File: src/rtl/bia_pkg.sv
// Shared types, codes and default sizes of the bitmap ID allocator.
`timescale 1ns / 1ps

package bia_pkg;

    // Default geometry of the bitmap.
    localparam int DEF_WORDS     = 16;
    localparam int DEF_WORD_BITS = 64;

    // Fixed field widths.
    localparam int ID_W     = 32;
    localparam int STATUS_W = 2;
    localparam int CFG_IDX_W = 1;

    // Reset values of the range registers.
    localparam logic [ID_W-1:0] MIN_ID_RESET = 32'd0;
    localparam logic [ID_W-1:0] MAX_ID_RESET = 32'd1023;

    // Configuration register indexes.
    localparam logic [CFG_IDX_W-1:0] CFG_MIN_ID = 1'b0;
    localparam logic [CFG_IDX_W-1:0] CFG_MAX_ID = 1'b1;

    // Request kinds.
    localparam logic KIND_ALLOC = 1'b0;
    localparam logic KIND_FREE  = 1'b1;

    // Result status codes.
    localparam logic [STATUS_W-1:0] STATUS_OK       = 2'd0;
    localparam logic [STATUS_W-1:0] STATUS_NO_SPACE = 2'd1;
    localparam logic [STATUS_W-1:0] STATUS_BAD_ID   = 2'd2;

    // Sequencer states.
    typedef enum logic [2:0] {
        S_IDLE,
        S_CALC,
        S_CLEAR,
        S_ALLOC_START,
        S_ALLOC_SCAN,
        S_FREE_CHECK,
        S_FREE_SEEK,
        S_FREE_MOD
    } state_t;

endpackage

File: src/rtl/bia_ram.sv
// Generic simple dual-port RAM with one write port and a registered read port.
`timescale 1ns / 1ps

module bia_ram #(
    parameter int WIDTH = 64,
    parameter int DEPTH = 16,
    parameter int ADDR_W = (DEPTH > 1) ? $clog2(DEPTH) : 1
) (
    input  logic              clk,
    input  logic              wr_en,
    input  logic [ADDR_W-1:0] wr_addr,
    input  logic [WIDTH-1:0]  wr_data,
    input  logic              rd_en,
    input  logic [ADDR_W-1:0] rd_addr,
    output logic [WIDTH-1:0]  rd_data
);

    logic [WIDTH-1:0] mem [DEPTH];

    always_ff @(posedge clk)
    begin
        if (wr_en)
        begin
            mem[wr_addr] <= wr_data;
        end
        if (rd_en)
        begin
            rd_data <= mem[rd_addr];
        end
    end

endmodule

File: src/rtl/bitmap_id_allocator.sv
// Top level of the bitmap ID allocator: sequencer, range registers and bitmap RAM.
`timescale 1ns / 1ps

// The block hands out and takes back integer IDs between min_id and max_id,
// keeping one bit per ID in a RAM of WORDS words of WORD_BITS bits. A request
// with kind 0 allocates: the words are read round-robin starting at the word
// of the last successful allocation, one word per cycle, and the lowest free
// bit of the first word that has one is claimed; the scan rate is set by the
// single read port of the bitmap RAM. A request with kind 1 frees an ID: after
// a range check, the target word is located by stepping a running offset by
// WORD_BITS through the words up to and including it (so no divider is
// needed), and then that word is read, modified and written back. The block
// takes one transaction at a time and holds in_stall high while it works; a
// finished result sits in the output register while the next transaction is
// accepted. After reset and after every configuration write the block
// rebuilds its range and clears the bitmap in a pass over all words, during
// which no transaction is accepted; configuration writes are always accepted
// and restart that pass. Configuration should only be written while no request
// is in flight.
module bitmap_id_allocator
    import bia_pkg::*;
#(
    parameter int WORDS     = DEF_WORDS,
    parameter int WORD_BITS = DEF_WORD_BITS
) (
    input  logic                 clk,
    input  logic                 rst_n,

    // Request channel.
    input  logic                 in_valid,
    output logic                 in_stall,
    input  logic                 kind,
    input  logic [ID_W-1:0]      id,

    // Result channel.
    output logic                 out_valid,
    input  logic                 out_stall,
    output logic [STATUS_W-1:0]  status,
    output logic [ID_W-1:0]      alloc_id,

    // Configuration write channel.
    input  logic                 cfg_valid,
    output logic                 cfg_ready,
    input  logic [CFG_IDX_W-1:0] cfg_index,
    input  logic [ID_W-1:0]      cfg_data
);

    // Derived sizes. CAP is the largest number of IDs the bitmap can hold.
    localparam int CAP    = WORDS * WORD_BITS;
    localparam int SPAN_W = $clog2(CAP + 1);
    localparam int BASE_W = $clog2(CAP + WORD_BITS + 1);
    localparam int BIT_W  = $clog2(WORD_BITS);
    localparam int WA_W   = (WORDS > 1) ? $clog2(WORDS) : 1;
    localparam int CNT_W  = $clog2(WORDS + 1);

    localparam logic [BASE_W-1:0] WB_STEP  = BASE_W'(WORD_BITS);
    localparam logic [ID_W:0]     CAP_WIDE = (ID_W + 1)'(CAP);

    // Index of the single set bit of a one-hot word.
    function automatic logic [BIT_W-1:0] onehot_index(input logic [WORD_BITS-1:0] onehot);
        logic [BIT_W-1:0] idx;
        idx = '0;
        for (int b = 0; b < WORD_BITS; b++)
        begin
            if (onehot[b])
            begin
                idx = idx | BIT_W'(b);
            end
        end
        return idx;
    endfunction

    // Sequencer and datapath registers.
    state_t              state_reg, state_next;
    logic [ID_W-1:0]     min_id_reg, min_id_next;
    logic [ID_W-1:0]     max_id_reg, max_id_next;
    logic [SPAN_W-1:0]   span_reg, span_next;
    logic [CNT_W-1:0]    active_reg, active_next;
    logic [WA_W-1:0]     cursor_reg, cursor_next;
    logic [WA_W-1:0]     word_reg, word_next;
    logic [BASE_W-1:0]   base_reg, base_next;
    logic [CNT_W-1:0]    iss_cnt_reg, iss_cnt_next;
    logic                kind_reg, kind_next;
    logic [ID_W-1:0]     id_reg, id_next;
    logic [SPAN_W-1:0]   off_reg, off_next;
    logic [BIT_W-1:0]    bit_reg, bit_next;
    logic                out_valid_reg, out_valid_next;
    logic [STATUS_W-1:0] status_reg, status_next;
    logic [ID_W-1:0]     alloc_id_reg, alloc_id_next;

    // RAM port signals.
    logic                 ram_wr_en;
    logic [WA_W-1:0]      ram_wr_addr;
    logic [WORD_BITS-1:0] ram_wr_data;
    logic                 ram_rd_en;
    logic [WA_W-1:0]      ram_rd_addr;
    logic [WORD_BITS-1:0] ram_rd_data;

    // Shared datapath terms.
    logic                 can_emit;
    logic [WORD_BITS-1:0] free_bits;
    logic [WORD_BITS-1:0] low_free;
    logic [CNT_W-1:0]     word_inc;
    logic [WA_W-1:0]      word_wrap;
    logic [BASE_W-1:0]    span_ext;
    logic [BASE_W-1:0]    off_ext;
    logic [BASE_W-1:0]    base_end;
    logic [BASE_W-1:0]    span_rem;
    logic [ID_W:0]        span_wide;
    logic [ID_W-1:0]      id_off;
    logic                 id_in_range;
    logic [ID_W-1:0]      grab_id;

    bia_ram #(
        .WIDTH (WORD_BITS),
        .DEPTH (WORDS),
        .ADDR_W(WA_W)
    ) u_map_ram (
        .clk    (clk),
        .wr_en  (ram_wr_en),
        .wr_addr(ram_wr_addr),
        .wr_data(ram_wr_data),
        .rd_en  (ram_rd_en),
        .rd_addr(ram_rd_addr),
        .rd_data(ram_rd_data)
    );

    // The output register can take a new result when it is empty or being drained.
    assign can_emit = !out_valid_reg || !out_stall;

    // Lowest free bit of the word on the RAM read port, isolated as a one-hot mask.
    assign free_bits = ~ram_rd_data;
    assign low_free  = free_bits & (~free_bits + WORD_BITS'(1));

    // Round-robin successor of the current word within the active words.
    assign word_inc  = CNT_W'(word_reg) + CNT_W'(1);
    assign word_wrap = (word_inc == active_reg) ? '0 : word_inc[WA_W-1:0];

    assign span_ext = BASE_W'(span_reg);
    assign off_ext  = BASE_W'(off_reg);
    assign base_end = base_reg + WB_STEP;
    assign span_rem = span_ext - base_reg;

    // Number of IDs in the configured range, clipped to the bitmap capacity.
    always_comb
    begin
        span_wide = {1'b0, max_id_reg} - {1'b0, min_id_reg} + (ID_W + 1)'(1);
        if (min_id_reg > max_id_reg)
        begin
            span_wide = '0;
        end
        else if (span_wide > CAP_WIDE)
        begin
            span_wide = CAP_WIDE;
        end
    end

    // Range check of a freed ID.
    assign id_off      = id_reg - min_id_reg;
    assign id_in_range = (id_reg >= min_id_reg) && (id_reg <= max_id_reg)
                         && (id_off < ID_W'(span_reg));

    assign grab_id = min_id_reg + ID_W'(word_reg) * ID_W'(WORD_BITS)
                     + ID_W'(onehot_index(low_free));

    always_ff @(posedge clk or negedge rst_n)
    begin
        if (!rst_n)
        begin
            state_reg     <= S_CALC;
            min_id_reg    <= MIN_ID_RESET;
            max_id_reg    <= MAX_ID_RESET;
            span_reg      <= '0;
            active_reg    <= '0;
            cursor_reg    <= '0;
            word_reg      <= '0;
            base_reg      <= '0;
            iss_cnt_reg   <= '0;
            out_valid_reg <= 1'b0;
        end
        else
        begin
            state_reg     <= state_next;
            min_id_reg    <= min_id_next;
            max_id_reg    <= max_id_next;
            span_reg      <= span_next;
            active_reg    <= active_next;
            cursor_reg    <= cursor_next;
            word_reg      <= word_next;
            base_reg      <= base_next;
            iss_cnt_reg   <= iss_cnt_next;
            out_valid_reg <= out_valid_next;
        end
    end

    // Payload registers carry no reset.
    always_ff @(posedge clk)
    begin
        kind_reg     <= kind_next;
        id_reg       <= id_next;
        off_reg      <= off_next;
        bit_reg      <= bit_next;
        status_reg   <= status_next;
        alloc_id_reg <= alloc_id_next;
    end

    always_comb
    begin
        state_next     = state_reg;
        min_id_next    = min_id_reg;
        max_id_next    = max_id_reg;
        span_next      = span_reg;
        active_next    = active_reg;
        cursor_next    = cursor_reg;
        word_next      = word_reg;
        base_next      = base_reg;
        iss_cnt_next   = iss_cnt_reg;
        kind_next      = kind_reg;
        id_next        = id_reg;
        off_next       = off_reg;
        bit_next       = bit_reg;
        status_next    = status_reg;
        alloc_id_next  = alloc_id_reg;
        out_valid_next = out_valid_reg && out_stall;

        ram_wr_en   = 1'b0;
        ram_wr_addr = word_reg;
        ram_wr_data = '0;
        ram_rd_en   = 1'b0;
        ram_rd_addr = word_reg;

        unique case (state_reg)
            S_IDLE:
            begin
                if (in_valid)
                begin
                    kind_next  = kind;
                    id_next    = id;
                    state_next = (kind == KIND_ALLOC) ? S_ALLOC_START : S_FREE_CHECK;
                end
            end

            // Latch the clipped span and start the clearing pass.
            S_CALC:
            begin
                span_next   = span_wide[SPAN_W-1:0];
                active_next = '0;
                cursor_next = '0;
                word_next   = '0;
                base_next   = '0;
                state_next  = S_CLEAR;
            end

            // One word per cycle: words fully inside or past the range are cleared, the
            // last partial word gets its bits past the range marked as used.
            S_CLEAR:
            begin
                ram_wr_en   = 1'b1;
                ram_wr_addr = word_reg;
                if (span_ext >= base_end)
                begin
                    ram_wr_data = '0;
                end
                else if (span_ext > base_reg)
                begin
                    ram_wr_data = {WORD_BITS{1'b1}} << span_rem[BIT_W-1:0];
                end
                else
                begin
                    ram_wr_data = '0;
                end
                if (span_ext > base_reg)
                begin
                    active_next = active_reg + CNT_W'(1);
                end
                base_next = base_end;
                word_next = word_reg + WA_W'(1);
                if (word_reg == WA_W'(WORDS - 1))
                begin
                    word_next  = '0;
                    state_next = S_IDLE;
                end
            end

            S_ALLOC_START:
            begin
                if (active_reg == '0)
                begin
                    if (can_emit)
                    begin
                        out_valid_next = 1'b1;
                        status_next    = STATUS_NO_SPACE;
                        alloc_id_next  = '0;
                        state_next     = S_IDLE;
                    end
                end
                else
                begin
                    ram_rd_en    = 1'b1;
                    ram_rd_addr  = cursor_reg;
                    word_next    = cursor_reg;
                    iss_cnt_next = CNT_W'(1);
                    state_next   = S_ALLOC_SCAN;
                end
            end

            // The word on the read port is examined; if it is full, the next one is fetched in the same cycle.
            S_ALLOC_SCAN:
            begin
                if (free_bits != '0)
                begin
                    if (can_emit)
                    begin
                        ram_wr_en      = 1'b1;
                        ram_wr_addr    = word_reg;
                        ram_wr_data    = ram_rd_data | low_free;
                        cursor_next    = word_reg;
                        out_valid_next = 1'b1;
                        status_next    = STATUS_OK;
                        alloc_id_next  = grab_id;
                        state_next     = S_IDLE;
                    end
                end
                else if (iss_cnt_reg == active_reg)
                begin
                    if (can_emit)
                    begin
                        out_valid_next = 1'b1;
                        status_next    = STATUS_NO_SPACE;
                        alloc_id_next  = '0;
                        state_next     = S_IDLE;
                    end
                end
                else
                begin
                    ram_rd_en    = 1'b1;
                    ram_rd_addr  = word_wrap;
                    word_next    = word_wrap;
                    iss_cnt_next = iss_cnt_reg + CNT_W'(1);
                end
            end

            S_FREE_CHECK:
            begin
                if (id_in_range)
                begin
                    off_next   = id_off[SPAN_W-1:0];
                    word_next  = '0;
                    base_next  = '0;
                    state_next = S_FREE_SEEK;
                end
                else if (can_emit)
                begin
                    out_valid_next = 1'b1;
                    status_next    = STATUS_BAD_ID;
                    alloc_id_next  = '0;
                    state_next     = S_IDLE;
                end
            end

            // Step the word base until it covers the offset, then fetch that word.
            S_FREE_SEEK:
            begin
                if (off_ext < base_end)
                begin
                    bit_next    = BIT_W'(off_ext - base_reg);
                    ram_rd_en   = 1'b1;
                    ram_rd_addr = word_reg;
                    state_next  = S_FREE_MOD;
                end
                else
                begin
                    word_next = word_reg + WA_W'(1);
                    base_next = base_end;
                end
            end

            S_FREE_MOD:
            begin
                if (can_emit)
                begin
                    ram_wr_en      = 1'b1;
                    ram_wr_addr    = word_reg;
                    ram_wr_data    = ram_rd_data & ~(WORD_BITS'(1) << bit_reg);
                    out_valid_next = 1'b1;
                    status_next    = STATUS_OK;
                    alloc_id_next  = '0;
                    state_next     = S_IDLE;
                end
            end

            default:
            begin
                state_next = S_IDLE;
            end
        endcase

        // A register write rebuilds the range and restarts the clearing pass.
        if (cfg_valid)
        begin
            priority if (cfg_index == CFG_MIN_ID)
            begin
                min_id_next = cfg_data;
            end
            else if (cfg_index == CFG_MAX_ID)
            begin
                max_id_next = cfg_data;
            end
            state_next = S_CALC;
        end
    end

    assign in_stall  = (state_reg != S_IDLE);
    assign cfg_ready = 1'b1;
    assign out_valid = out_valid_reg;
    assign status    = status_reg;
    assign alloc_id  = alloc_id_reg;

endmodule

File: config.mk
export PLATFORM = sky130hd
export DESIGN_NAME = bitmap_id_allocator
export DESIGN_NICKNAME = d
export VERILOG_FILES = /design/src/rtl/bia_pkg.sv /design/src/rtl/bia_ram.sv /design/src/rtl/bitmap_id_allocator.sv
export SDC_FILE = /design/constraint.sdc
export NUM_CORES = 2
export LEC_CHECK = 0
export ABC_CLOCK_PERIOD_IN_PS = 20200
export BUFFER_PORTS_ARGS = -buffer_cell sky130_fd_sc_hd__buf_4
export CAP_MARGIN = 10
export CELL_PAD_IN_SITES_DETAIL_PLACEMENT = 1
export CELL_PAD_IN_SITES_GLOBAL_PLACEMENT = 1
export CORE_MARGIN = 3
export CORE_UTILIZATION = 55
export DETAILED_ROUTE_END_ITERATION = 8
export GPL_TIMING_DRIVEN = 1
export PLACE_DENSITY = 0.9
export SYNTH_ARGS = -nofsm -noshare
export SYNTH_HDL_FRONTEND = slang
export SYNTH_SLANG_ARGS = --single-unit
File: constraint.sdc
create_clock -name clk -period 20.2 [get_ports clk]
set_input_delay 1.01 -clock clk [delete_from_list [all_inputs] [get_ports clk]]
set_output_delay 1.01 -clock clk [all_outputs]
set_load 0.01 [all_outputs]
# Word level (Yosys, flattened, before mapping)
# Memory sizes are Yosys's and may differ from the RTL's. A register that Yosys moved wholly into a read port is not among the register bits.
# Index checks and enable logic that the tools add are counted.
# word_totals
ram_bits	1024
elab_cells	356
out_inout_bits	37
input_bits	71
memories	1
ff_bits	191
# memory_table
name	depth	word_bits	rd	rd_clocked_by_memory_dff	write_ports	line_no	rtl
u_map_ram.mem	16	64	1	1	1	bia_ram.sv:18	logic [WIDTH-1:0] mem [DEPTH];
# op_classes
addsub	13
n_eq_ne	31
reduce_logical	29
muxes	251
shift	2
magnitude_cmp	8
bitwise_logic	6
# op_table
op	count
$mux 32	30
$mux 64	12
$mux 6	34
$not 64->64	3
$pmux 64 s3	1
$mux 4	33
$and 64x64->64	2
$pmux 32 s4	1
$mux 5	25
$mux 11	9
$mux 3	32
$add 64x1->64 const B	1
$or 64x64->64	1
$reduce_bool 64->1	1
$shl 1x6->64 const A	1
$shl 64x6->64 const A	1
$mux 2	24
$pmux 11 s4	1
$mux 1	38
$add 33x1->33 const B	1
$gt 33x11->1 const B	1
$sub 32x32->33	1
$add 32x10->32	1
$add 32x6->32	1
43 further kinds	85

# Depth between registers and ports, before layout
# logic_depth
depth_word	74
ltp_mapped	25
depth_no_buf	23

# Modules after synthesis
# A second synthesis with hierarchy kept.
# hier_totals
hier_cells	4000
area_unflattened_um2	58845.2
# by_module_without_submodules
mod	cells_each	n_inst	seq_area_each_um2	area_per_inst_um2
bia_ram	1647	1	32671.3	40222.3
bitmap_id_allocator	2353	1	5058.6	18622.9

# Worst setup path before layout
# No wires, ideal clock.
# synth_timing
kind	input-to-reg
start	input port out_stall
end	memory u_map_ram.mem[1][0] (enable)
slack_ns	12.895
n_path_buf	1
arrival_ns	6.727
stages	5
path_cell_list	and2_0 -> or3_1 -> clkbuf_1 -> a31o_2 -> nor3b_1
# synth_via
elab_chain_len	10
elab_cells_between_ends	11
classes_between	mux: 9; reduce/logical: 2
# synth_rtl
item	line_no	rtl
start: declaration	bitmap_id_allocator.sv:37	input logic out_stall,
$logic_not 1->1 (*)	bitmap_id_allocator.sv:129	assign can_emit = !out_valid_reg || !out_stall;
$logic_or 1x1->1 (*)	bitmap_id_allocator.sv:129	
$mux 1 (*)	bitmap_id_allocator.sv:312, bitmap_id_allocator.sv:380	
$mux 1	bitmap_id_allocator.sv:310	if (free_bits != '0)
$mux 1	bitmap_id_allocator.sv:232	unique case (state_reg)
$mux 1	bitmap_id_allocator.sv:310	
$mux 1	bitmap_id_allocator.sv:232	
$pmux 1 s3 (*)	bitmap_id_allocator.sv:232	
$mux 1 (*)	bia_ram.sv:22	if (wr_en)
$mux 1 (implied by the code) (*)	bia_ram.sv:24	mem[wr_addr] <= wr_data;
end: declaration	bia_ram.sv:18	
# Mark *: on every way between the ends. The rest lies on a longest branch, timed or not. The select of a mux whose other input is x is not followed.

# Worst setup path after layout
# layout_timing
start	register u_map_ram.rd_data[12] (read register of u_map_ram.mem)
end	register alloc_id_reg[20], in the netlist alloc_id[20] (data pin)
# layout_via
elab_chain_len	63
elab_cells_between_ends	64
classes_between	add/sub: 2; mux: 58; bitwise: 3; reduce/logical: 1
# layout_rtl
item	line_no	rtl
start: declaration	bia_ram.sv:15	output logic [WIDTH-1:0] rd_data
$not 64->64 (*)	bitmap_id_allocator.sv:132	assign free_bits = ~ram_rd_data;
$not 64->64	bitmap_id_allocator.sv:133	assign low_free = free_bits & (~free_bits + WORD_BITS'(1));
$add 64x1->64	bitmap_id_allocator.sv:133	
$and 64x64->64	bitmap_id_allocator.sv:133	
$mux 4 (4 in a row)	bitmap_id_allocator.sv:65	if (onehot[b])
$mux 5 (16 in a row)	bitmap_id_allocator.sv:65	
$mux 6 (32 in a row)	bitmap_id_allocator.sv:65	
$add 32x6->32	bitmap_id_allocator.sv:164	+ ID_W'(onehot_index(low_free));
$mux 32	bitmap_id_allocator.sv:312	if (can_emit)
$mux 32	bitmap_id_allocator.sv:310	
$mux 32	bitmap_id_allocator.sv:232	
$mux 32 (*)	bitmap_id_allocator.sv:310	
$mux 32 (*)	bitmap_id_allocator.sv:232	
$pmux 32 s4 (*)	bitmap_id_allocator.sv:232	
via alloc_id_next[20]	bitmap_id_allocator.sv:89	logic [ID_W-1:0] alloc_id_reg, alloc_id_next;
end signal: assignment	bitmap_id_allocator.sv:204	alloc_id_reg <= alloc_id_next;
end: declaration	bitmap_id_allocator.sv:89	
# The timed path passes the listed nets; every way through them passes the cells marked *. The select of a mux whose other input is x is not followed.
# A chain may end at the register's enable or synchronous reset.

==> summary.txt <==
Synthesis
  • Mapped Avg Cell Area: 11.8 µm²
  • Sequential area share after synthesis: between 60% and 70%
  • Yosys top cell by area: edfxtp_1
  • Top cells by area, synth: edfxtp_1 57%, nand2_1 4.9%, ha_1 4.2%, a211oi_1 4.1%, dfrtp_1 3.7%
  • Area share of and/or/nand/nor cells after synthesis: around 13%
  • Synth Flop Type: edfxtp_1
  • Synth warn: 0
  • Synth Instances: between 5000 and 6000
  • Synth Area in XOR/XNOR: 1.18%
  • Synth unique cells: 90
  • Multiplexer share of the synthesized area: 0.934%
  • Adder-Cell Fraction of Synth Area: 4.30%
  • Post-synthesis async set-or-reset flop share: 8.01%
  • Compound-Gate Fraction of Synth Area: 15.8%
  • Seq cells post-synth: 1273
  • Post-synth EDFFs: 1171
  • Largest family of logic cells by synthesized area: compound AO/OA/AOI/OAI gates
  • Cell Area, Synth: 61400 µm²
  • Yosys top cell area share: 57.3%

Floorplanning
  • Die ar.: roughly 120000 µm²
  • Total I/O pin count: 108
  • Die Wd: between 300 and 400 µm
  • Row count: roughly 120
  • Chip height: 340 µm
  • Initial core utilization: 55.9%
  • Core Area: 110000 µm²

Min path
  • Hold Path Class: input port to asynchronous set/reset pin

Detailed routing
  • Drt total wl: 219 mm
  • DRT antenna net count: 0
  • DRT Pass-1 Iters: 5
  • Via density: 6.97
  • Via Count: about 47000
  • Initial DRC count: 6098
  • Wire per inst: 32.3 µm
  • Drc violations: 0

Clock tree
  • Number of gates resized after cts: 0
  • Root Driver: clkbuf_16
  • Num CTS Buffers: 137
  • Clock Latency Late Sink: 0.78 ns
  • Setup bufs post-CTS: 0
  • Clock tree buffer depth: 3
  • H-tree Lvls: 4
  • # hold bufs at CTS: 0
  • CTS tree: yes
  • Clock sink count: about 1300
  • Clock-pin slew of the registers on the worst-case setup and hold paths: ~0.07 ns

STA
  • Pins Over Slew Limit: 0
  • Final count of negative-setup-slack endpoints: 0
  • Slew @ Worst Pin: 1.35 ns
  • Fin. Hold Viols: 0
  • Fmax: around 130 MHz
  • RSZ-0062 raised after global routing: false
  • Clock skew: slightly below 0.03 ns
  • Final min period: about 7.7 ns
  • Final hold slack: around 0.34 ns
  • Fin crit share: 37.9%
  • Slew HR: just over 10%
  • Setup TNS: 0 ns

Pwr
  • Leak: approximately 0.024 µW
  • Clock share of power: between 30 and 40%
  • P_int: ~5300 µW
  • NetSw: 2980 µW
  • PD cells: 123 nW/µm²
  • Peak supply drop: 117 µV
  • Combinational fraction of design power: 30.2%
  • Switching part of the total: 35.8%
  • Sequential share of power: between 30% and 40%

Worst setup path
  • CP endpoint kind: flop
  • Slowest stage cell on the critical path: a21oi_1
  • Critical Path Fanout Max: 11
  • Crit path DAT: just over 8 ns
  • Reg-to-reg endpoint: alloc_id[20]$_DFFE_PP_
  • Slowest stage delay, CP: 0.99 ns
  • Reg2reg start: u_map_ram.rd_data[12]$_DFFE_PP_
  • Worst-path cell chain: nand3_2, or4_1, nor4_2, nand4_1, or3_1, or3_1, o21ai_0, nor3_1, nand3_1, ha_1, inv_1, fa_1, nor2b_1, o21ai_0, a21boi_0, o21ai_0, a21boi_0, o21ai_0, a21oi_1, o211ai_1, xnor2_1, o21ai_0
  • Nature of the critical path startpoint: flop
  • CP dominant cell by count: o21ai_0
  • Worst r2r path cells: 22
  • WP data required: 20.69 ns
  • Crit Path Category: flop to flop
  • R2R Setup Slk: 12.55 ns

Place
  • PortBufs: 106
  • Final Wtd Congestion: 0.988
  • DP HPWL: between 100 and 150 mm

Final layout
  • Seq. cell area: 37700 µm²
  • Final net count: between 5000 and 6000
  • Flip-flop count of the largest register after layout: 1024
  • Layout cell share with drive strength beyond 1: 9.65%
  • Commonest non-fill, non-tap cell in the layout: edfxtp_1
  • Multi-input gate area: about 22000 µm²
  • Area growth syn-to-layout: 10.4%
  • Fillcell total: 10900
  • Biggest regs: u_map_ram.mem: 1024 flops, u_map_ram.rd_data: 64 flops
  • Reg with most FFs: u_map_ram.mem
  • Commonest non-fill, non-tap cells in the layout: 1171 x edfxtp_1, 804 x nand2_1, 349 x a21oi_1, 336 x a211oi_1, 282 x and3_1

Outcome
  • Outcome: completed

Global route
  • Initial antenna violation count: 5
  • Vias in the first global route: between 40000 and 50000
  • Largest net degree at the start of global routing: 191
  • Overall global routing resource usage: 37.2%
  • Grt total ovfl: 0
  • Global-route wire length before repair: approximately 320 mm

Flow run
  • Max Cap Viol: 0
metal layers:
metal / vias to the layer above / GRT usage, % / wire [µm]
met1: 23923 / 47.5 / 82400
met3: 672 / 7.12 / 19700
met5: - / 0 / 54
li1: 19915 / - / -
met4: 8 / 20.3 / 12700
met2: 2792 / 60.2 / 104000
stage by stage:
stage	setup slack [ns]	utilization [%]	instances	cell area, µm²	power [µW]
2_1_floorplan	12.90	-	5204	61400	4890
3_3_place_gp	13.02	57.6	6523	63200	5570
3_5_place_dp	12.78	57.6	6523	63200	5720
4_1_cts	12.80	61.7	6774	67700	8280
5_1_grt	12.23	61.7	6782	67700	8620
6_report	12.55	61.7	6784	67800	8320
cells in the mapped netlist (all sizes together) (21+ instances only):
| master | number |
|---|---|
| nor2 | 145 |
| a31oi | 153 |
| a211oi | 336 |
| o21a | 23 |
| nand4 | 51 |
| a21o | 46 |
| a21oi | 350 |
| and3 | 288 |
| nand2 | 806 |
| mux2 | 34 |
| o21ai | 203 |
| nor3 | 60 |
| clkbuf | 213 |
| nand2b | 21 |
| dfrtp | 91 |
| inv | 141 |
| and2 | 22 |
| xnor2 | 48 |
| o31ai | 23 |
| xor2 | 35 |
| buf | 142 |
| nand3 | 118 |
| o211ai | 35 |
| edfxtp | 1171 |
| ha | 206 |
| a311oi | 131 |
kinds of logic (layout without fill, tap and decap cells):
kind of cell / Yosys count / in the layout
AO/OA/AOI/OAI: 1455 / 1455
XOR/XNOR: 83 / 83
adder cells (fa/ha/maj): 209 / 209
buffers and inverters: 496 / 598
flip-flops: 1273 / 1273
multiplexers: 53 / 53
other: 2 / 7
AND/OR/NAND/NOR: 1630 / 1630
critical path, delay by kind of cell (launching register included):
| family | cells | cell delay [ns] |
|---|---|---|
| adders and majority gates | 2 | 0.60 |
| and+or+nand+nor | 9 | 3.30 |
| AOI/OAI and AO/OA | 9 | 2.65 |
| xor gates and xnor gates | 1 | 0.23 |
| buffers and inverters | 1 | 0.06 |
| DFF | 1 | 0.50 |
area by class of cell:
cell class,instances,share of cell area [%]
flip-flops and latches,1273,55.7
clock inverters,87,1.23
multi-input cells,3435,31.9
well taps,1476,2.73
repair buffers,206,2.34
inverters,141,0.781
diodes,2,0.00739
clock buffers,164,5.35
worst max path at each step:
stage                                     from                             to  slack, ns  cells after the start
2_1_floorplan                        out_stall  u_map_ram.mem[1][0]$_DFFE_PP_      12.90                      5
3_3_place_gp   u_map_ram.rd_data[12]$_DFFE_PP_         alloc_id[12]$_DFFE_PP_      13.02                     22
3_5_place_dp   u_map_ram.rd_data[12]$_DFFE_PP_         alloc_id[12]$_DFFE_PP_      12.78                     22
4_1_cts        u_map_ram.rd_data[13]$_DFFE_PP_         alloc_id[22]$_DFFE_PP_      12.80                     22
5_1_grt        u_map_ram.rd_data[12]$_DFFE_PP_         alloc_id[20]$_DFFE_PP_      12.23                     22
6_report       u_map_ram.rd_data[12]$_DFFE_PP_         alloc_id[20]$_DFFE_PP_      12.55                     22
power groups by stage:
stage	sequential [µW]	combinational [µW]	clock, µW
finish	3270	2520	2540
global route	3270	2690	2660
CTS	3260	2460	2550
detailed placement	3320	2400	0
global placement	3300	2270	0
floorplan	3270	1620	0
No activity file was read; power rests on OpenSTA's default activity.
